===== src/design/blm_pkg.sv =====
// Shared types, constants and defaults for the battery level alert monitor.
// Used by every module in the design folder; depends on nothing.
package blm_pkg;

  // Defaults for the top-level parameters
  localparam int ADC_BITS_DEF  = 12;
  localparam int TIME_BITS_DEF = 48;
  localparam int SKIP_DEF      = 1;
  localparam int RECORD_DEF    = 1;

  // Field and register widths
  localparam int PCT_W      = 7;
  localparam int MVCFG_W    = 16;
  localparam int KOHM_W     = 10;
  localparam int RPT_W      = 48;
  localparam int CFG_DATA_W = 48;
  localparam int CFG_IDX_W  = 3;

  // Datapath widths
  localparam int ADC_MV_W = 12;  // converter millivolts, at most 3300
  localparam int MV_W     = 23;  // battery millivolts, at most 3300 * 2046
  localparam int MUL_A_W  = 16;
  localparam int MUL_B_W  = 12;
  localparam int DVS_W    = 16;  // divisor width of the shared divider

  localparam logic [ADC_MV_W-1:0] ADC_REF_MV = 12'd3300;
  localparam logic [PCT_W-1:0]    PCT_FULL   = 7'd100;

  // Register reset values
  localparam logic [PCT_W-1:0]   ALERT_PCT_RST   = 7'd20;
  localparam logic [PCT_W-1:0]   PROTECT_PCT_RST = 7'd10;
  localparam logic [PCT_W-1:0]   HYST_PCT_RST    = 7'd5;
  localparam logic [MVCFG_W-1:0] EMPTY_MV_RST    = 16'd3300;
  localparam logic [MVCFG_W-1:0] FULL_MV_RST     = 16'd4200;
  localparam logic [KOHM_W-1:0]  DIV_TOP_RST     = 10'd100;
  localparam logic [KOHM_W-1:0]  DIV_BOT_RST     = 10'd100;
  localparam logic [RPT_W-1:0]   REPEAT_US_RST   = 48'd60000000;

  typedef enum logic [CFG_IDX_W-1:0] {
    CFG_ALERT_PCT   = 3'd0,
    CFG_PROTECT_PCT = 3'd1,
    CFG_HYST_PCT    = 3'd2,
    CFG_EMPTY_MV    = 3'd3,
    CFG_FULL_MV     = 3'd4,
    CFG_DIV_TOP     = 3'd5,
    CFG_DIV_BOT     = 3'd6,
    CFG_REPEAT_US   = 3'd7
  } cfg_idx_e;

  typedef enum logic [3:0] {
    ST_IDLE,
    ST_MUL1,
    ST_FOLD,
    ST_MUL2,
    ST_GO2,
    ST_DIV2,
    ST_SCALE,
    ST_GO3,
    ST_DIV3,
    ST_DECIDE
  } state_e;

  typedef struct packed {
    logic [PCT_W-1:0] warn_lvl;
    logic [PCT_W-1:0] guard_lvl;
    logic [PCT_W-1:0] hyst_pct;
  } thr_cfg_t;

  typedef struct packed {
    logic play;
    logic stop;
    logic low_chg;
    logic allowed;
  } alert_res_t;

endpackage


===== src/design/blm_divider.sv =====
// Shared restoring divider, one quotient bit per cycle.
// Depends on blm_pkg for the divisor width.
module blm_divider #(
  parameter int DIV_W = 28,
  localparam int CNT_W = $clog2(DIV_W + 1)
) (
  input  logic                      clk_i,
  input  logic                      rst_ni,
  input  logic                      start_i,
  input  logic [DIV_W-1:0]          dividend_i,
  input  logic [blm_pkg::DVS_W-1:0] divisor_i,
  input  logic [CNT_W-1:0]          nbits_i,
  output logic                      done_o,
  output logic [DIV_W-1:0]          quotient_o
);

  localparam int DW = blm_pkg::DVS_W;

  logic [CNT_W-1:0] cnt_q, cnt_d;
  logic             done_q, done_d;
  logic [DW-1:0]    rem_q, rem_d;
  logic [DW-1:0]    dvs_q, dvs_d;
  logic [DIV_W-1:0] quo_q, quo_d;
  logic [DW:0]      partial;
  logic [DW+1:0]    trial;
  logic             borrow;

  // Caller guarantees dividend < divisor * 2^nbits, so the remainder
  // seeded from the upper dividend bits already fits.
  always_comb begin
    partial = {rem_q, quo_q[DIV_W-1]};
    trial   = {1'b0, partial} - {2'b00, dvs_q};
    borrow  = trial[DW+1];
    cnt_d   = cnt_q;
    rem_d   = rem_q;
    quo_d   = quo_q;
    dvs_d   = dvs_q;
    if (start_i) begin
      cnt_d = nbits_i;
      dvs_d = divisor_i;
      rem_d = DW'(dividend_i >> nbits_i);
      quo_d = dividend_i << (DIV_W - int'(nbits_i));
    end else if (cnt_q != '0) begin
      cnt_d = cnt_q - 1'b1;
      rem_d = borrow ? partial[DW-1:0] : trial[DW-1:0];
      quo_d = {quo_q[DIV_W-2:0], ~borrow};
    end
    done_d = !start_i && (cnt_q == CNT_W'(1));
  end

  always_ff @(posedge clk_i or negedge rst_ni) begin
    if (!rst_ni) begin
      cnt_q  <= '0;
      done_q <= 1'b0;
    end else begin
      cnt_q  <= cnt_d;
      done_q <= done_d;
    end
  end

  always_ff @(posedge clk_i) begin
    rem_q <= rem_d;
    quo_q <= quo_d;
    dvs_q <= dvs_d;
  end

  assign done_o     = done_q;
  assign quotient_o = quo_q;

endmodule


===== src/design/blm_alert.sv =====
// Threshold tracking, alert decision and alert history registers.
// Depends on blm_pkg for the threshold and result structs.
module blm_alert #(
  parameter int TIME_BITS = blm_pkg::TIME_BITS_DEF,
  parameter int SKIP      = blm_pkg::SKIP_DEF,
  parameter int RECORD    = blm_pkg::RECORD_DEF
) (
  input  logic                          clk_i,
  input  logic                          rst_ni,
  input  logic                          commit_i,
  input  logic [blm_pkg::PCT_W-1:0]     pct_i,
  input  logic                          charging_i,
  input  logic [TIME_BITS-1:0]          now_i,
  input  blm_pkg::thr_cfg_t             thr_i,
  input  logic [blm_pkg::RPT_W-1:0]     repeat_i,
  output blm_pkg::alert_res_t           res_o,
  output logic [blm_pkg::PCT_W-1:0]     last_pct_o
);

  localparam int PW    = blm_pkg::PCT_W;
  localparam int CMP_W = 64;

  logic [PW-1:0]        last_pct_q;
  logic                 alert_armed_q, protect_armed_q, alerted_q;
  logic [TIME_BITS-1:0] last_time_q;

  logic [PW:0]          alert_rearm, protect_rearm;
  logic                 under_warn, under_guard;
  logic                 alert_armed, protect_armed;
  logic                 warn_new, guard_new, interval_due, fire, suppress;
  logic [TIME_BITS-1:0] elapsed;

  always_comb begin
    alert_rearm   = {1'b0, thr_i.warn_lvl} + {1'b0, thr_i.hyst_pct};
    protect_rearm = {1'b0, thr_i.guard_lvl} + {1'b0, thr_i.hyst_pct};
    under_warn    = pct_i <= thr_i.warn_lvl;
    under_guard   = pct_i <= thr_i.guard_lvl;
    alert_armed   = alert_armed_q | ({1'b0, pct_i} > alert_rearm);
    protect_armed = protect_armed_q | ({1'b0, pct_i} > protect_rearm);
    elapsed       = now_i - last_time_q;
    interval_due  = !alerted_q || (CMP_W'(elapsed) >= CMP_W'(repeat_i));
    warn_new      = alert_armed;
    guard_new     = under_guard && protect_armed;
    fire          = under_warn && (warn_new || guard_new || interval_due);
    suppress      = (SKIP != 0) && charging_i;
    res_o.play    = fire;
    res_o.stop    = fire && guard_new && !suppress;
    res_o.low_chg = fire && guard_new && charging_i && suppress;
    res_o.allowed = ((RECORD != 0) && charging_i) || !under_guard;
  end

  always_ff @(posedge clk_i or negedge rst_ni) begin
    if (!rst_ni) begin
      last_pct_q      <= blm_pkg::PCT_FULL;
      alert_armed_q   <= 1'b1;
      protect_armed_q <= 1'b1;
      alerted_q       <= 1'b0;
      last_time_q     <= '0;
    end else if (commit_i) begin
      last_pct_q      <= pct_i;
      alert_armed_q   <= alert_armed && !fire;
      protect_armed_q <= protect_armed && !(fire && under_guard);
      if (fire) begin
        alerted_q   <= 1'b1;
        last_time_q <= now_i;
      end
    end
  end

  assign last_pct_o = last_pct_q;

endmodule


===== src/design/battery_level_alert_monitor.sv =====
// Battery level alert monitor: top level with sequencer, registers and output stage.
// A good read steps through MUL1, FOLD, MUL2, GO2, DIV2, SCALE, GO3, DIV3 and DECIDE; when the
// percent clamps to 0 or 100 it skips GO3 and DIV3, and a failed read goes straight to DECIDE.
// The shared divider gives the 23 + 7 quotient bits, one per cycle, and FOLD repeats by the top
// code; one sample is in flight at a time. A result held at the output stalls the next sample.
// Reset: async active low, registers to defaults; uses blm_pkg, blm_divider, blm_alert.
module battery_level_alert_monitor #(
  parameter int ADC_BITS  = blm_pkg::ADC_BITS_DEF,
  parameter int TIME_BITS = blm_pkg::TIME_BITS_DEF,
  parameter int SKIP      = blm_pkg::SKIP_DEF,
  parameter int RECORD    = blm_pkg::RECORD_DEF
) (
  input  logic                               clk_i,
  input  logic                               rst_ni,
  // configuration write port
  input  logic                               cfg_we_i,
  input  logic [blm_pkg::CFG_IDX_W-1:0]      cfg_idx_i,
  input  logic [blm_pkg::CFG_DATA_W-1:0]     cfg_wdata_i,
  // sample channel
  input  logic                               in_valid_i,
  output logic                               in_ready_o,
  input  logic [ADC_BITS-1:0]                adc_raw_i,
  input  logic                               adc_ok_i,
  input  logic                               charger_active_i,
  input  logic [TIME_BITS-1:0]               sample_time_us_i,
  // result channel
  output logic                               out_valid_o,
  input  logic                               out_ready_i,
  output logic [blm_pkg::PCT_W-1:0]          battery_percent_o,
  output logic                               play_alert_o,
  output logic                               stop_recording_o,
  output logic                               low_but_charging_o,
  output logic                               record_allowed_o
);

  localparam int PW     = blm_pkg::PCT_W;
  localparam int MW     = blm_pkg::MV_W;
  localparam int AMW    = blm_pkg::ADC_MV_W;
  localparam int DW     = blm_pkg::DVS_W;
  localparam int MAW    = blm_pkg::MUL_A_W;
  localparam int MBW    = blm_pkg::MUL_B_W;
  localparam int DIV_W  = (ADC_BITS + AMW > MW) ? (ADC_BITS + AMW) : MW;
  localparam int CNT_W  = $clog2(DIV_W + 1);
  localparam logic [DIV_W-1:0] ADC_MAX = DIV_W'((64'd1 << ADC_BITS) - 64'd1);

  // ---------------------------------------------------------------------------
  // Configuration registers: the user writes them only while the block is idle, not enforced
  // ---------------------------------------------------------------------------
  blm_pkg::thr_cfg_t              thr_q;
  logic [blm_pkg::MVCFG_W-1:0]    empty_mv_q, full_mv_q;
  logic [blm_pkg::KOHM_W-1:0]     div_top_q, div_bot_q;
  logic [blm_pkg::RPT_W-1:0]      repeat_us_q;

  always_ff @(posedge clk_i or negedge rst_ni) begin
    if (!rst_ni) begin
      thr_q.warn_lvl    <= blm_pkg::ALERT_PCT_RST;
      thr_q.guard_lvl   <= blm_pkg::PROTECT_PCT_RST;
      thr_q.hyst_pct    <= blm_pkg::HYST_PCT_RST;
      empty_mv_q        <= blm_pkg::EMPTY_MV_RST;
      full_mv_q         <= blm_pkg::FULL_MV_RST;
      div_top_q         <= blm_pkg::DIV_TOP_RST;
      div_bot_q         <= blm_pkg::DIV_BOT_RST;
      repeat_us_q       <= blm_pkg::REPEAT_US_RST;
    end else if (cfg_we_i) begin
      case (blm_pkg::cfg_idx_e'(cfg_idx_i))
        blm_pkg::CFG_ALERT_PCT:   thr_q.warn_lvl    <= cfg_wdata_i[PW-1:0];
        blm_pkg::CFG_PROTECT_PCT: thr_q.guard_lvl   <= cfg_wdata_i[PW-1:0];
        blm_pkg::CFG_HYST_PCT:    thr_q.hyst_pct    <= cfg_wdata_i[PW-1:0];
        blm_pkg::CFG_EMPTY_MV:    empty_mv_q  <= cfg_wdata_i[blm_pkg::MVCFG_W-1:0];
        blm_pkg::CFG_FULL_MV:     full_mv_q   <= cfg_wdata_i[blm_pkg::MVCFG_W-1:0];
        blm_pkg::CFG_DIV_TOP:     div_top_q   <= cfg_wdata_i[blm_pkg::KOHM_W-1:0];
        blm_pkg::CFG_DIV_BOT:     div_bot_q   <= cfg_wdata_i[blm_pkg::KOHM_W-1:0];
        blm_pkg::CFG_REPEAT_US:   repeat_us_q <= cfg_wdata_i[blm_pkg::RPT_W-1:0];
        default: ;
      endcase
    end
  end

  // ---------------------------------------------------------------------------
  // Sequencer state and sample registers
  // ---------------------------------------------------------------------------
  blm_pkg::state_e      state_q, state_d;
  logic [ADC_BITS-1:0]  raw_q;
  logic                 chg_q;
  logic [TIME_BITS-1:0] time_q;
  logic [DIV_W-1:0]     prod_q;
  logic [AMW-1:0]       adc_mv_q;
  logic [MW-1:0]        mv_q;
  logic [PW-1:0]        pct_q;

  logic                 out_valid_q;
  logic [PW-1:0]        out_pct_q;
  blm_pkg::alert_res_t  out_res_q;

  // control from the output decoder
  logic                 in_fire, good_read, commit, div_start;
  logic [MAW-1:0]       mul_a;
  logic [MBW-1:0]       mul_b;
  logic [MAW+MBW-1:0]   mul_res;
  logic [DW-1:0]        div_divisor;
  logic [CNT_W-1:0]     div_nbits;
  logic                 div_done;
  logic [DIV_W-1:0]     div_quo;

  // division by the all-ones top code: fold the bits above the code width back in
  logic [DIV_W-1:0]     fold_hi, fold_lo;

  // scaling compares on battery millivolts
  logic [DW-1:0]        span;
  logic [MW-1:0]        mv_above;
  logic                 at_empty, no_span, at_full;
  logic [blm_pkg::KOHM_W:0] div_sum;

  blm_pkg::alert_res_t  alert_res;
  logic [PW-1:0]        last_pct;

  always_comb begin
    span     = full_mv_q - empty_mv_q;
    mv_above = mv_q - MW'(empty_mv_q);
    at_empty = mv_q <= MW'(empty_mv_q);
    no_span  = full_mv_q <= empty_mv_q;
    at_full  = mv_above >= MW'(span);
    div_sum  = {1'b0, div_top_q} + {1'b0, div_bot_q};
    mul_res  = mul_a * mul_b;
    fold_hi  = prod_q >> ADC_BITS;
    fold_lo  = prod_q & ADC_MAX;
  end

  assign in_fire   = in_valid_i && in_ready_o;
  assign good_read = adc_ok_i && (div_bot_q != '0);

  // Next state
  always_comb begin
    state_d = state_q;
    case (state_q)
      blm_pkg::ST_IDLE:
        if (in_fire) begin
          state_d = good_read ? blm_pkg::ST_MUL1 : blm_pkg::ST_DECIDE;
        end
      blm_pkg::ST_MUL1: state_d = blm_pkg::ST_FOLD;
      blm_pkg::ST_FOLD: if (fold_hi == '0) state_d = blm_pkg::ST_MUL2;
      blm_pkg::ST_MUL2: state_d = blm_pkg::ST_GO2;
      blm_pkg::ST_GO2:  state_d = blm_pkg::ST_DIV2;
      blm_pkg::ST_DIV2: if (div_done) state_d = blm_pkg::ST_SCALE;
      blm_pkg::ST_SCALE: begin
        if (at_empty || no_span || at_full) begin
          state_d = blm_pkg::ST_DECIDE;
        end else begin
          state_d = blm_pkg::ST_GO3;
        end
      end
      blm_pkg::ST_GO3:  state_d = blm_pkg::ST_DIV3;
      blm_pkg::ST_DIV3: if (div_done) state_d = blm_pkg::ST_DECIDE;
      blm_pkg::ST_DECIDE: if (commit) state_d = blm_pkg::ST_IDLE;
      default: state_d = blm_pkg::ST_IDLE;
    endcase
  end

  // Outputs of the sequencer: operand steering for the multiplier and divider
  always_comb begin
    in_ready_o  = 1'b0;
    commit      = 1'b0;
    div_start   = 1'b0;
    mul_a       = '0;
    mul_b       = '0;
    div_divisor = '0;
    div_nbits   = '0;
    case (state_q)
      blm_pkg::ST_IDLE: in_ready_o = 1'b1;
      // converter millivolts: raw * 3300 / top code, the division folded in ST_FOLD
      blm_pkg::ST_MUL1: begin
        mul_a = MAW'(raw_q);
        mul_b = MBW'(blm_pkg::ADC_REF_MV);
      end
      // battery millivolts: adc_mv * (top + bottom) / bottom
      blm_pkg::ST_MUL2: begin
        mul_a = MAW'(adc_mv_q);
        mul_b = MBW'(div_sum);
      end
      blm_pkg::ST_GO2: begin
        div_start   = 1'b1;
        div_divisor = DW'(div_bot_q);
        div_nbits   = CNT_W'(MW);
      end
      // percent: (mv - empty) * 100 / (full - empty), quotient below 100 here
      blm_pkg::ST_SCALE: begin
        mul_a = mv_above[MAW-1:0];
        mul_b = MBW'(blm_pkg::PCT_FULL);
      end
      blm_pkg::ST_GO3: begin
        div_start   = 1'b1;
        div_divisor = span;
        div_nbits   = CNT_W'(PW);
      end
      blm_pkg::ST_DECIDE: commit = !out_valid_q || out_ready_i;
      default: ;
    endcase
  end

  always_ff @(posedge clk_i or negedge rst_ni) begin
    if (!rst_ni) begin
      state_q     <= blm_pkg::ST_IDLE;
      out_valid_q <= 1'b0;
    end else begin
      state_q <= state_d;
      // a new result wins over the hand-off of the old one
      if (commit) begin
        out_valid_q <= 1'b1;
      end else if (out_ready_i) begin
        out_valid_q <= 1'b0;
      end
    end
  end

  // Datapath registers; hold unless the sequencer moves them
  always_ff @(posedge clk_i) begin
    if (in_fire) begin
      raw_q  <= adc_raw_i;
      chg_q  <= charger_active_i;
      time_q <= sample_time_us_i;
      pct_q  <= last_pct;   // kept as is on a failed read
    end
    if (state_q == blm_pkg::ST_MUL1 || state_q == blm_pkg::ST_MUL2 ||
        state_q == blm_pkg::ST_SCALE) begin
      prod_q <= DIV_W'(mul_res);
    end
    if (state_q == blm_pkg::ST_MUL1) begin
      adc_mv_q <= '0;
    end
    // x = q * top + r: move the upper bits into the quotient until r fits the
    // code width, then take one more when r equals the top code itself
    if (state_q == blm_pkg::ST_FOLD) begin
      if (fold_hi != '0) begin
        prod_q   <= fold_lo + fold_hi;
        adc_mv_q <= adc_mv_q + fold_hi[AMW-1:0];
      end else if (prod_q == ADC_MAX) begin
        adc_mv_q <= adc_mv_q + AMW'(1);
      end
    end
    if (state_q == blm_pkg::ST_DIV2 && div_done) begin
      mv_q <= div_quo[MW-1:0];
    end
    if (state_q == blm_pkg::ST_SCALE) begin
      if (at_empty) begin
        pct_q <= '0;
      end else if (no_span || at_full) begin
        pct_q <= blm_pkg::PCT_FULL;
      end
    end
    if (state_q == blm_pkg::ST_DIV3 && div_done) begin
      pct_q <= div_quo[PW-1:0];
    end
    if (commit) begin
      out_pct_q <= pct_q;
      out_res_q <= alert_res;
    end
  end

  blm_divider #(
    .DIV_W (DIV_W)
  ) u_div (
    .clk_i      (clk_i),
    .rst_ni     (rst_ni),
    .start_i    (div_start),
    .dividend_i (prod_q),
    .divisor_i  (div_divisor),
    .nbits_i    (div_nbits),
    .done_o     (div_done),
    .quotient_o (div_quo)
  );

  blm_alert #(
    .TIME_BITS (TIME_BITS),
    .SKIP      (SKIP),
    .RECORD    (RECORD)
  ) u_alert (
    .clk_i      (clk_i),
    .rst_ni     (rst_ni),
    .commit_i   (commit),
    .pct_i      (pct_q),
    .charging_i (chg_q),
    .now_i      (time_q),
    .thr_i      (thr_q),
    .repeat_i   (repeat_us_q),
    .res_o      (alert_res),
    .last_pct_o (last_pct)
  );

  assign out_valid_o        = out_valid_q;
  assign battery_percent_o  = out_pct_q;
  assign play_alert_o       = out_res_q.play;
  assign stop_recording_o   = out_res_q.stop;
  assign low_but_charging_o = out_res_q.low_chg;
  assign record_allowed_o   = out_res_q.allowed;

endmodule


===== config.mk =====
export PLATFORM = sky130hd
export DESIGN_NAME = battery_level_alert_monitor
export DESIGN_NICKNAME = d
export VERILOG_FILES = /design/src/design/blm_pkg.sv /design/src/design/blm_divider.sv /design/src/design/blm_alert.sv /design/src/design/battery_level_alert_monitor.sv
export SDC_FILE = /design/constraint.sdc
export NUM_CORES = 1
export LEC_CHECK = 0
export ABC_CLOCK_PERIOD_IN_PS = 7510
export BUFFER_PORTS_ARGS = -buffer_cell sky130_fd_sc_hd__buf_2
export CORE_MARGIN = 5
export CORE_UTILIZATION = 45
export CTS_BUF_LIST = sky130_fd_sc_hd__clkbuf_8 sky130_fd_sc_hd__clkbuf_16
export CTS_CLUSTER_SIZE = 20
export DETAILED_ROUTE_END_ITERATION = 7
export PLACE_DENSITY = 0.63
export SYNTH_ARGS = -nofsm -noshare
export SYNTH_HDL_FRONTEND = slang
export SYNTH_HIERARCHICAL = 1
export SYNTH_SLANG_ARGS = --single-unit

===== constraint.sdc =====
create_clock -name clk_i -period 7.51 [get_ports clk_i]
set_input_delay 0.751 -clock clk_i [delete_from_list [all_inputs] [get_ports clk_i]]
set_output_delay 0.751 -clock clk_i [all_outputs]
set_load 0.03 [all_outputs]

==> results of run 1 <==
-- synthesized netlist by cell type, types with 33 or more instances --
cell type  number  area [sq um]
dfxtp_1        43           861
a31oi_1        33           206
dfrtp_1       153          3830
nor2b_1        36           225
a21oi_1       180           901
xnor2_1        83           727
nand3_1        75           375
xor2_1         49           429
and3_1         37           231
nand2_1       311          1170
dfstp_2        37           972
ha_1          288          3600
edfxtp_1      151          4530
mux2i_1        44           440
inv_1         370          1390
nor3_1         58           290
clkbuf_1       80           300
o21ai_0       131           656
a21o_1         65           488
nor2_1        166           623
fa_1          144          2880
mux4_2         40           901
mux2_2        169          1900
nand4_1        35           219
-- where the power goes --
group          switching [W]  leakage (nW)  internal (W)
sequential          0.000741          4.06       0.00300
clock               0.000942         0.784       0.00141
combinational        0.00543          11.0       0.00406
total                0.00711          15.8       0.00847
-- cells by family (layout without fill, tap and decap cells) --
logic type	Yosys count	in the layout	synth area share
other	2	31	0.000232
buffers and inverters	500	637	0.0630
multiplexers	264	264	0.104
AO/OA/AOI/OAI	715	716	0.150
adder cells (fa/ha/maj)	432	432	0.201
XOR/XNOR	136	136	0.0381
flip-flops	384	384	0.316
AND/OR/NAND/NOR	860	860	0.128
-- layout make-up --
class,count,share of cell area
multi-input combinational,2435,0.568
sequential,384,0.285
inverter,375,0.0394
tap,950,0.0333
clock buffer,48,0.0327
timing repair buffer,179,0.0288
clock inverter,35,0.0120
antenna,4,0.000280
-- flip-flops by register name (all words and copies together) (netlist names), 4 cells and up --
name	cells
repeat_us_q	48
time_q	48
u_alert/last_time_q	48
prod_q	24
u_div/quotient_o	24
mv_q	23
thr_q	21
empty_mv_q	16
full_mv_q	16
u_div/dvs_q	16
u_div/rem_q	16
adc_mv_q	12
raw_q	12
div_bot_q	10
div_top_q	10
battery_percent_o	7
pct_q	7
u_alert/last_pct_o	7
u_div/cnt_q	5
state_q	4
-- worst max path at each step --
stage | depth (start not counted) | to
after floorplan | 29 | prod_q[23]$_DFF_P_
after global placement | 27 | prod_q[23]$_DFF_P_
after detailed placement | 27 | prod_q[23]$_DFF_P_
after CTS | 27 | prod_q[23]$_DFF_P_
after global routing | 29 | prod_q[23]$_DFF_P_
final | 29 | prod_q[23]$_DFF_P_
-- metrics by stage --
step	hold slack, ns	setup WS (ns)	total power, W	area [sq um]
6_report	0.134	0.376	0.0156	35700
5_1_grt	0.152	-0.0122	0.0169	35700
4_1_cts	0.132	0.0463	0.0155	35600
3_5_place_dp	0.454	0.113	0.0130	34000
3_3_place_gp	0.454	0.198	0.0129	34000
2_1_floorplan	0.426	0.544	0.0107	32400
-- repair_timing --
item,CTS,global route
resized for setup,0,22
setup endpoints to repair,0,8
buffers inserted,0,5
-- metal layers --
layer | global-route usage | wire length [um] | vias up
met5 | 0 | 0 | -
met4 | 0.0620 | 2470 | 0
met3 | 0.0305 | 5860 | 133
met2 | 0.342 | 39600 | 861
met1 | 0.325 | 40700 | 12400
li1 | - | - | 12000
==> reports/metrics.cfg, run 1 <==
[final_layout]
utilization=0.501
layout_common_cells=inv_1 (372), nand2_1 (311), ha_1 (288)
n_fill_cell=6607
seqCellArea_sq_um=10200
multi_input_area_sq_um=20300
area_growth_pct=10.5
drive_above_1_share=0.168
final_common_cell=inv_1
nets=3970
stdcell_count=4410

[setup_path]
r2r_slack_ns=0.38
cp_data_arrival_time_ns=7.58
cp_top_family=adder cells
crit_type=flip-flop to flip-flop
worstPathBufferInverterCount=7
r2r_start=mv_q[0]$_DFFE_PP_
slowest_delay_ns=0.54
crit_fanout=6
cp.required_ns=7.96
cp-end-kind=flip-flop
r2r_cells=29
cp-startpoint=mv_q[0]$_DFFE_PP_
r2r_end=prod_q[23]$_DFF_P_
start_kind=flip-flop
critPathSlowestCell=fa_1

[clock_network]
cts_buffer_depth=3
clock_sinks=384
cts_hold_buffers=0
cts.htree.levels=2
cts.clk_slew.worst_paths_ns=0.07
cts_root_buf=clkbuf_16
cts_tree=yes
clk_latency_ns=0.58
cts_made_buffers=45

[drt]
wl_per_cell_um=20.1
vias=25300
vias_per_cell=5.74
firstDrtPassIters=5
drc=0
drt_iter0_drc=2034
drt_wl_total_mm=88.7
ant_nets=0

[pwr]
p_leak_nw=15.8
irDropWorstVdd_mv=0.222
power_density_nw_per_um2=436

[logic_synthesis]
synthCells=3293
yosys_warnings=6
avgSynthCellArea_sq_um=9.81
synthesis.area_sq_um=32300
synth_edf_count=151
synth_flop_cell=dfrtp_1
synth_seq_cells=384
ys_types=114
synth-async-reset-ratio=0.495
ys_seq_area_frac=0.316

[timing]
fin_worst_skew_ns=0.0299
maxSlewHeadroom=-0.546
finalHoldViolations=0
tightestPinTransition_ns=2.30
setup-violations-final=0
clock.fmax_ghz=0.140
drv_slew=22
period_needed_ns=7.13
finalSetupTns_ns=0
timing.final.crit_share=0.950

[die]
die_h_um=278
coreArea_sq_um=71400
fp.dieW_um=278
io_pins=131
start_util=0.453
num_rows=98
dieArea_sq_um=77300

[hold_path]
hold_path.class=input port to asynchronous set/reset pin

[grt]
grt_overflow=0
grt_pass1_vias=24300
grt_max_degree=70
antenna_found_initial=5
groute.usage.overall=0.220
grt_first_pass_wirelength_mm=137

[placement]
dp_hpwl_mm=68.5
io_buffer_count=130
dp.cells=4317
routabilityCongestion=0.944

[outcome]
status=finished with violations
violations=max-slew violations

[flow_run]
max_cap_viol_count=0

Power figures use the tool's default switching activity.
==> run 2, diff against run 1 <==
--- a/config.mk
+++ b/config.mk
@@ -5,14 +5,14 @@
 export SDC_FILE = /design/constraint.sdc
 export NUM_CORES = 1
 export LEC_CHECK = 0
-export ABC_CLOCK_PERIOD_IN_PS = 7510
+export ABC_CLOCK_PERIOD_IN_PS = 8650
 export BUFFER_PORTS_ARGS = -buffer_cell sky130_fd_sc_hd__buf_2
 export CORE_MARGIN = 5
 export CORE_UTILIZATION = 45
 export CTS_BUF_LIST = sky130_fd_sc_hd__clkbuf_8 sky130_fd_sc_hd__clkbuf_16
 export CTS_CLUSTER_SIZE = 20
 export DETAILED_ROUTE_END_ITERATION = 7
-export PLACE_DENSITY = 0.63
+export PLACE_DENSITY = 0.6
 export SYNTH_ARGS = -nofsm -noshare
 export SYNTH_HDL_FRONTEND = slang
 export SYNTH_HIERARCHICAL = 1
==> constraint.sdc (replaced) <==
create_clock -name clk_i -period 8.65 [get_ports clk_i]
set_input_delay 0.865 -clock clk_i [delete_from_list [all_inputs] [get_ports clk_i]]
set_output_delay 0.865 -clock clk_i [all_outputs]
set_load 0.03 [all_outputs]
==> reports/metrics.cfg, run 2 (same netlist as run 1, synthesis figures left out) <==
[clock_network]
post_cts_buffers=0  ; unchanged
cts_buffer_depth=3  ; unchanged
cts_root_buf=clkbuf_16  ; unchanged
cts.clk_slew.worst_paths_ns=0.06  ; was 0.07 ns
cts_hold_buffers=0  ; unchanged
clock_sinks=384  ; unchanged
cts_resized=0  ; unchanged
cts_made_buffers=47  ; was 45
cts.htree.levels=2  ; unchanged
cts_tree=yes  ; unchanged
clk_latency_ns=0.59  ; was 0.58 ns

[timing]
period_needed_ns=7.60  ; was 7.13 ns
finalHoldViolations=0  ; unchanged
fin_worst_skew_ns=0.0315  ; was 0.0299 ns
whs_ns=0.276  ; was 0.134 ns
clock.fmax_ghz=0.132  ; was 0.140 GHz
setup-violations-final=0  ; unchanged
tightestPinTransition_ns=2.40  ; was 2.30 ns
maxSlewHeadroom=-0.615  ; was -0.546
finalSetupTns_ns=0  ; unchanged
timing.final.crit_share=0.879  ; was 0.950
drv_slew=22  ; unchanged
rsz0062_at_grt=false

[placement]
routabilityCongestion=0.928  ; was 0.944
dp_hpwl_mm=69.3  ; was 68.5 mm
dp.cells=4311  ; was 4317
io_buffer_count=130  ; unchanged

[outcome]
status=finished with violations  ; unchanged
violations=max-slew violations  ; unchanged

[setup_path]
cp.required_ns=9.18  ; was 7.96 ns
r2r_cells=27  ; was 29
critPathSlowestCell=fa_1  ; unchanged
r2r_end=prod_q[23]$_DFF_P_  ; unchanged
cp-end-kind=flip-flop  ; unchanged
start_kind=flip-flop  ; unchanged
cpMostUsedCell=fa_1
slowest_delay_ns=0.53  ; was 0.54 ns
crit_type=flip-flop to flip-flop  ; unchanged
crit_fanout=11  ; was 6
r2r_slack_ns=1.05  ; was 0.38 ns
cp_data_arrival_time_ns=8.13  ; was 7.58 ns
r2r_start=empty_mv_q[2]$_DFFE_PN1P_  ; was mv_q[0]$_DFFE_PP_

[final_layout]
area_growth_pct=10.1  ; was 10.5%
final_common_cell=inv_1  ; unchanged
largestRegisters=repeat_us_q x48, time_q x48, u_alert/last_time_q x48  ; unchanged
multi_input_area_sq_um=20200  ; was 20300 sq um
drive_above_1_share=0.161  ; was 0.168
seqCellArea_sq_um=10200  ; unchanged
n_fill_cell=6756  ; was 6607
layout_common_cells=inv_1 (374), nand2_1 (311), ha_1 (288)  ; was inv_1 (372), nand2_1 (311), ha_1 (288)
stdcell_count=4399  ; was 4410
diodes=0  ; was 4
nets=3960  ; was 3970

[grt]
grt_max_degree=70  ; unchanged
grt_overflow=0  ; unchanged
grt_first_pass_wirelength_mm=140  ; was 137 mm
groute.usage.overall=0.224  ; was 0.220
antenna_found_initial=0  ; was 5
grt_pass1_vias=24500  ; was 24300

[drt]
wl_per_cell_um=20.3  ; was 20.1 um
drc=0  ; unchanged
drt_wl_total_mm=89.1  ; was 88.7 mm
ant_nets=0  ; unchanged
firstDrtPassIters=7  ; was 5
drt_iter0_drc=1954  ; was 2034
vias_per_cell=5.69  ; was 5.74
vias=25000  ; was 25300

[pwr]
seqPwrFrac=0.242  ; was 0.240
p_comb_frac=0.605  ; was 0.609
switching_share=0.457  ; was 0.456
p_leak_nw=15.8  ; about the same
power_density_nw_per_um2=378  ; was 436 nW/um^2
p_int_w=0.00731  ; was 0.00847 W
switching_power_w=0.00615  ; was 0.00711 W
irDropWorstVdd_mv=0.200  ; was 0.222 mV
p_clk_frac=0.153  ; was 0.151

[die]
die_h_um=278  ; unchanged
dieArea_sq_um=77300  ; unchanged
fp.dieW_um=278  ; unchanged
num_rows=98  ; unchanged
io_pins=131  ; unchanged
coreArea_sq_um=71400  ; unchanged
start_util=0.453  ; unchanged

[hold_path]
hold_path.class=input port to asynchronous set/reset pin  ; unchanged

[flow_run]
max_cap_viol_count=0  ; unchanged

[run 2: cell count changes in the layout (fill, tap and decap cells not counted), moves of 4 or more]
cell / change
a21oi_2: -4
diode_2: -4
bufinv_16: -4
clkinv_2: +4
buf_4: -11
a221o_2: -4
clkbuf_16: +7
[run 2: critical path, delay by kind of cell (launching register included)]
family	cells	cell delay, ns
multiplexers	1	0.19
buffers and inverters	4	0.21
flip-flops	1	0.52
adder cells (fa/ha/maj)	7	3.10
AO/OA/AOI/OAI	9	2.49
AND/OR/NAND/NOR	5	0.78
XOR/XNOR	1	0.23
[run 2: area by class of cell]
class / count / share of cell area
clock buffers: 54 / 0.0373
well taps: 950 / 0.0334
clock inverters: 34 / 0.00855
multi-input cells: 2434 / 0.568
inverters: 375 / 0.0396
repair buffers: 168 / 0.0266
flip-flops and latches: 384 / 0.287
[run 2: worst max path at each step]
stage,from,endpoint,slack [ns]
finish,empty_mv_q[2]$_DFFE_PN1P_,prod_q[23]$_DFF_P_,1.05
global route,empty_mv_q[2]$_DFFE_PN1P_,prod_q[23]$_DFF_P_,0.46
CTS,empty_mv_q[2]$_DFFE_PN1P_,prod_q[23]$_DFF_P_,1.09
detailed placement,empty_mv_q[2]$_DFFE_PN1P_,prod_q[23]$_DFF_P_,1.08
global placement,mv_q[0]$_DFFE_PP_,prod_q[23]$_DFF_P_,1.19
floorplan,mv_q[0]$_DFFE_PP_,prod_q[23]$_DFF_P_,1.68
[run 2: per-stage QoR]
stage / instance area [sq um] / utilization / setup slack [ns] / power [W]
global placement: 33900 / 0.476 / 1.19 / 0.0113
global route: 35600 / 0.499 / 0.462 / 0.0147
floorplan: 32400 / - / 1.68 / 0.00928
CTS: 35600 / 0.499 / 1.09 / 0.0135
finish: 35600 / 0.499 / 1.05 / 0.0135
detailed placement: 33900 / 0.476 / 1.08 / 0.0113
[run 2: routing by layer]
| layer | wire [um] | up-vias | global-route usage |
|---|---|---|---|
| met3 | 5260 | 114 | 0.0298 |
| met1 | 40800 | 12300 | 0.327 |
| met4 | 2290 | 0 | 0.0581 |
| met5 | 0 | - | 0 |
| met2 | 40800 | 696 | 0.355 |
| li1 | - | 11900 | - |
[run 2: power groups by stage]
stage	Sequential [W]	Clock, W	Combinational (W)
2_1_floorplan	0.00296	0	0.00632
3_3_place_gp	0.00326	0	0.00800
3_5_place_dp	0.00328	0	0.00806
4_1_cts	0.00325	0.00212	0.00812
5_1_grt	0.00332	0.00219	0.00916
6_report	0.00326	0.00207	0.00814
==> run 3, diff against run 2 <==
--- a/config.mk
+++ b/config.mk
@@ -15,5 +15,4 @@
 export PLACE_DENSITY = 0.6
 export SYNTH_ARGS = -nofsm -noshare
 export SYNTH_HDL_FRONTEND = slang
-export SYNTH_HIERARCHICAL = 1
 export SYNTH_SLANG_ARGS = --single-unit
==> reports/metrics.cfg, run 3 <==
[timing]
tightestPinTransition_ns=1.28  ; was 2.40 ns
clock.fmax_ghz=0.127  ; was 0.132 GHz
drv_slew=0  ; was 22
timing.final.crit_share=0.910  ; was 0.879
period_needed_ns=7.87  ; was 7.60 ns
maxSlewHeadroom=0.147  ; was -0.615
fin_worst_skew_ns=0.0246  ; was 0.0315 ns
setup-violations-final=0  ; unchanged
rsz0062_at_grt=false  ; unchanged
finalHoldViolations=0  ; unchanged
finalSetupTns_ns=0  ; unchanged
whs_ns=0.282  ; was 0.276 ns

[pwr]
p_leak_nw=14.9  ; was 15.8 nW
power_density_nw_per_um2=383  ; was 378 nW/um^2
irDropWorstVdd_mv=0.251  ; was 0.200 mV

[placement]
dp_hpwl_mm=60.7  ; was 69.3 mm
routabilityCongestion=0.952  ; was 0.928
dpl_cell_area_sq_um=30700  ; was 33900 sq um
dp.cells=3857  ; was 4311
io_buffer_count=130  ; unchanged

[logic_synthesis]
ys_seq_area_frac=0.352  ; was 0.316
synth.most_common_cell=inv_1  ; unchanged
yosysTopAreaCell=edfxtp_1  ; unchanged
synthCells=2894  ; was 3293
synth_flop_cell=dfrtp_1  ; unchanged
avgSynthCellArea_sq_um=10.0  ; was 9.81 sq um
synth_seq_cells=384  ; unchanged
ys_top_cells_by_count=inv_1 (378), ha_1 (286), nand2_1 (283)  ; was inv_1 (370), nand2_1 (311), ha_1 (288)
synth.area.top_cells=edfxtp_1 (16%), dfrtp_1 (13%), ha_1 (12%)  ; was edfxtp_1 (14%), dfrtp_1 (12%), ha_1 (11%)
synth_edf_count=151  ; unchanged
ys_types=88  ; was 114
synthesis.area_sq_um=28900  ; was 32300 sq um
synth-async-reset-ratio=0.495  ; unchanged
synth_top_area_share=0.157  ; was 0.140
yosys_warnings=0  ; was 6

[setup_path]
critPathSlowestCell=fa_1  ; unchanged
endpoint=prod_q[22]$_DFF_P_  ; was prod_q[23]$_DFF_P_
r2r_cells=32  ; was 27
slowest_delay_ns=0.55  ; was 0.53 ns
cp-startpoint=mv_q[0]$_DFFE_PP_  ; was empty_mv_q[2]$_DFFE_PN1P_
crit_fanout=8  ; was 11
r2r_end=prod_q[22]$_DFF_P_  ; was prod_q[23]$_DFF_P_
cp.required_ns=9.07  ; was 9.18 ns
r2r_start=mv_q[0]$_DFFE_PP_  ; was empty_mv_q[2]$_DFFE_PN1P_
r2r_slack_ns=0.78  ; was 1.05 ns
start_kind=flip-flop  ; unchanged
crit_type=flip-flop to flip-flop  ; unchanged
cp-end-kind=flip-flop  ; unchanged
cp_data_arrival_time_ns=8.30  ; was 8.13 ns
cpMostUsedCell=fa_1  ; unchanged

[drt]
drt_iter0_drc=1455  ; was 1954
ant_nets=0  ; unchanged
drc=0  ; unchanged
wl_per_cell_um=19.6  ; was 20.3 um
firstDrtPassIters=5  ; was 7
vias=21700  ; was 25000
drt_wl_total_mm=77.4  ; was 89.1 mm
vias_per_cell=5.50  ; was 5.69

[hold_path]
hold_path.class=input port to asynchronous set/reset pin  ; unchanged

[clock_network]
cts_hold_buffers=0  ; unchanged
cts_tree=yes  ; unchanged
cts_buffer_depth=3  ; unchanged
clk_latency_ns=0.60  ; was 0.59 ns
cts_made_buffers=47  ; unchanged
cts.clk_slew.worst_paths_ns=0.06  ; about the same
clock_sinks=384  ; unchanged
cts.htree.levels=2  ; unchanged
cts_resized=0  ; unchanged
cts_root_buf=clkbuf_16  ; unchanged
post_cts_buffers=0  ; unchanged

[final_layout]
layout_common_cells=inv_1 (391), ha_1 (286), nand2_1 (283)  ; was inv_1 (374), nand2_1 (311), ha_1 (288)
final_cell_area_sq_um=32300  ; was 35600 sq um
nets=3599  ; was 3960
largestRegisters=repeat_us_q x48, time_q x48, u_alert.last_time_q x48  ; was repeat_us_q x48, time_q x48, u_alert/last_time_q x48
final_common_cell=inv_1  ; unchanged
stdcell_count=3947  ; was 4399
drive_above_1_share=0.145  ; was 0.161
area_growth_pct=11.7  ; was 10.1%
utilization=0.504  ; was 0.499

[die]
dieArea_sq_um=69500  ; was 77300 sq um
fp.dieW_um=264  ; was 278 um
coreArea_sq_um=64100  ; was 71400 sq um
die_h_um=264  ; was 278 um
num_rows=93  ; was 98
start_util=0.451  ; was 0.453
io_pins=131  ; unchanged

[flow_run]
max_cap_viol_count=0  ; unchanged

[grt]
antenna_found_initial=6  ; was 0
grt_first_pass_wirelength_mm=123  ; was 140 mm
grt_pass1_vias=22100  ; was 24500
grt_max_degree=68  ; was 70
grt_overflow=0  ; unchanged
groute.usage.overall=0.219  ; was 0.224

[outcome]
status=finished, final reports clean  ; was finished with violations

## run 3: cell count changes after synthesis, sizes merged, moves of 18 or more
cell,before,now
nor2,167,138
nor3,59,40
buf,44,11
mux2,180,156
nand3,75,38
nand2,313,283
clkbuf,80,61
mux4,40,0
a21oi,183,165
mux2i,44,24
## run 3: how the worst min path moves through the flow
stage	to	slack (ns)	depth (start not counted)
6_report	thr_q[13]$_DFFE_PN0P_	0.28	1
3_5_place_dp	mv_q[6]$_DFFE_PP_	0.43	0
2_1_floorplan	battery_percent_o[0]$_DFFE_PP_	0.41	0
3_3_place_gp	mv_q[10]$_DFFE_PP_	0.44	0
5_1_grt	thr_q[13]$_DFFE_PN0P_	0.31	1
4_1_cts	state_q[0]$_DFFE_PN0P_	0.28	1
## run 3: per-stage QoR
stage          setup slack [ns]  total power (W)
3_3_place_gp              0.999           0.0101
3_5_place_dp              0.785           0.0103
5_1_grt                   0.245           0.0135
6_report                  0.776           0.0124
2_1_floorplan              1.47          0.00829
4_1_cts                   0.720           0.0124
## run 3: worst max-delay path: cells and delay by family, from the launching register on
| kind | cells | cell delay [ns] |
|---|---|---|
| fa+ha+maj | 8 | 3.49 |
| compound gates | 10 | 1.74 |
| simple gates | 7 | 1.41 |
| flops | 1 | 0.40 |
| xor+xnor | 2 | 0.37 |
| buf+inv | 5 | 0.28 |
## run 3: cell type report
cell class                 instances  area [sq um]
clock inverter                    34           367
sequential                       384         10200
fill                            5776         31800
clock buffer                      53          1290
timing repair buffer             156           855
antenna                            3          7.51
multi-input combinational       2083         17100
inverter                         379          1420
tap                              855          1070
## run 3: layer usage
layer  vias up  global-route usage  share of wire
li1      10300                   -              -
met1     10700               0.300           0.44
met2       592               0.361           0.47
met3       129              0.0395          0.059
met4         4              0.0596          0.028
met5         -                   0        0.00035
## run 3: cell families (layout without fill, tap and decap cells)
logic type	after synthesis	after routing	share of synthesized area
AOI/OAI and AO/OA	611	611	0.140
xor gates and xnor gates	134	134	0.0406
adders and majority gates	430	430	0.223
buffers and inverters	451	622	0.0602
DFF	384	384	0.352
muxes	180	180	0.0690
other	2	29	0.000260
and+or+nand+nor	702	702	0.114
## run 3: power by group
part	internal (W)	leakage, nW	switching (W)
registers	0.00261	4.05	0.000544
clock network	0.00128	0.865	0.000826
logic	0.00297	10.0	0.00415
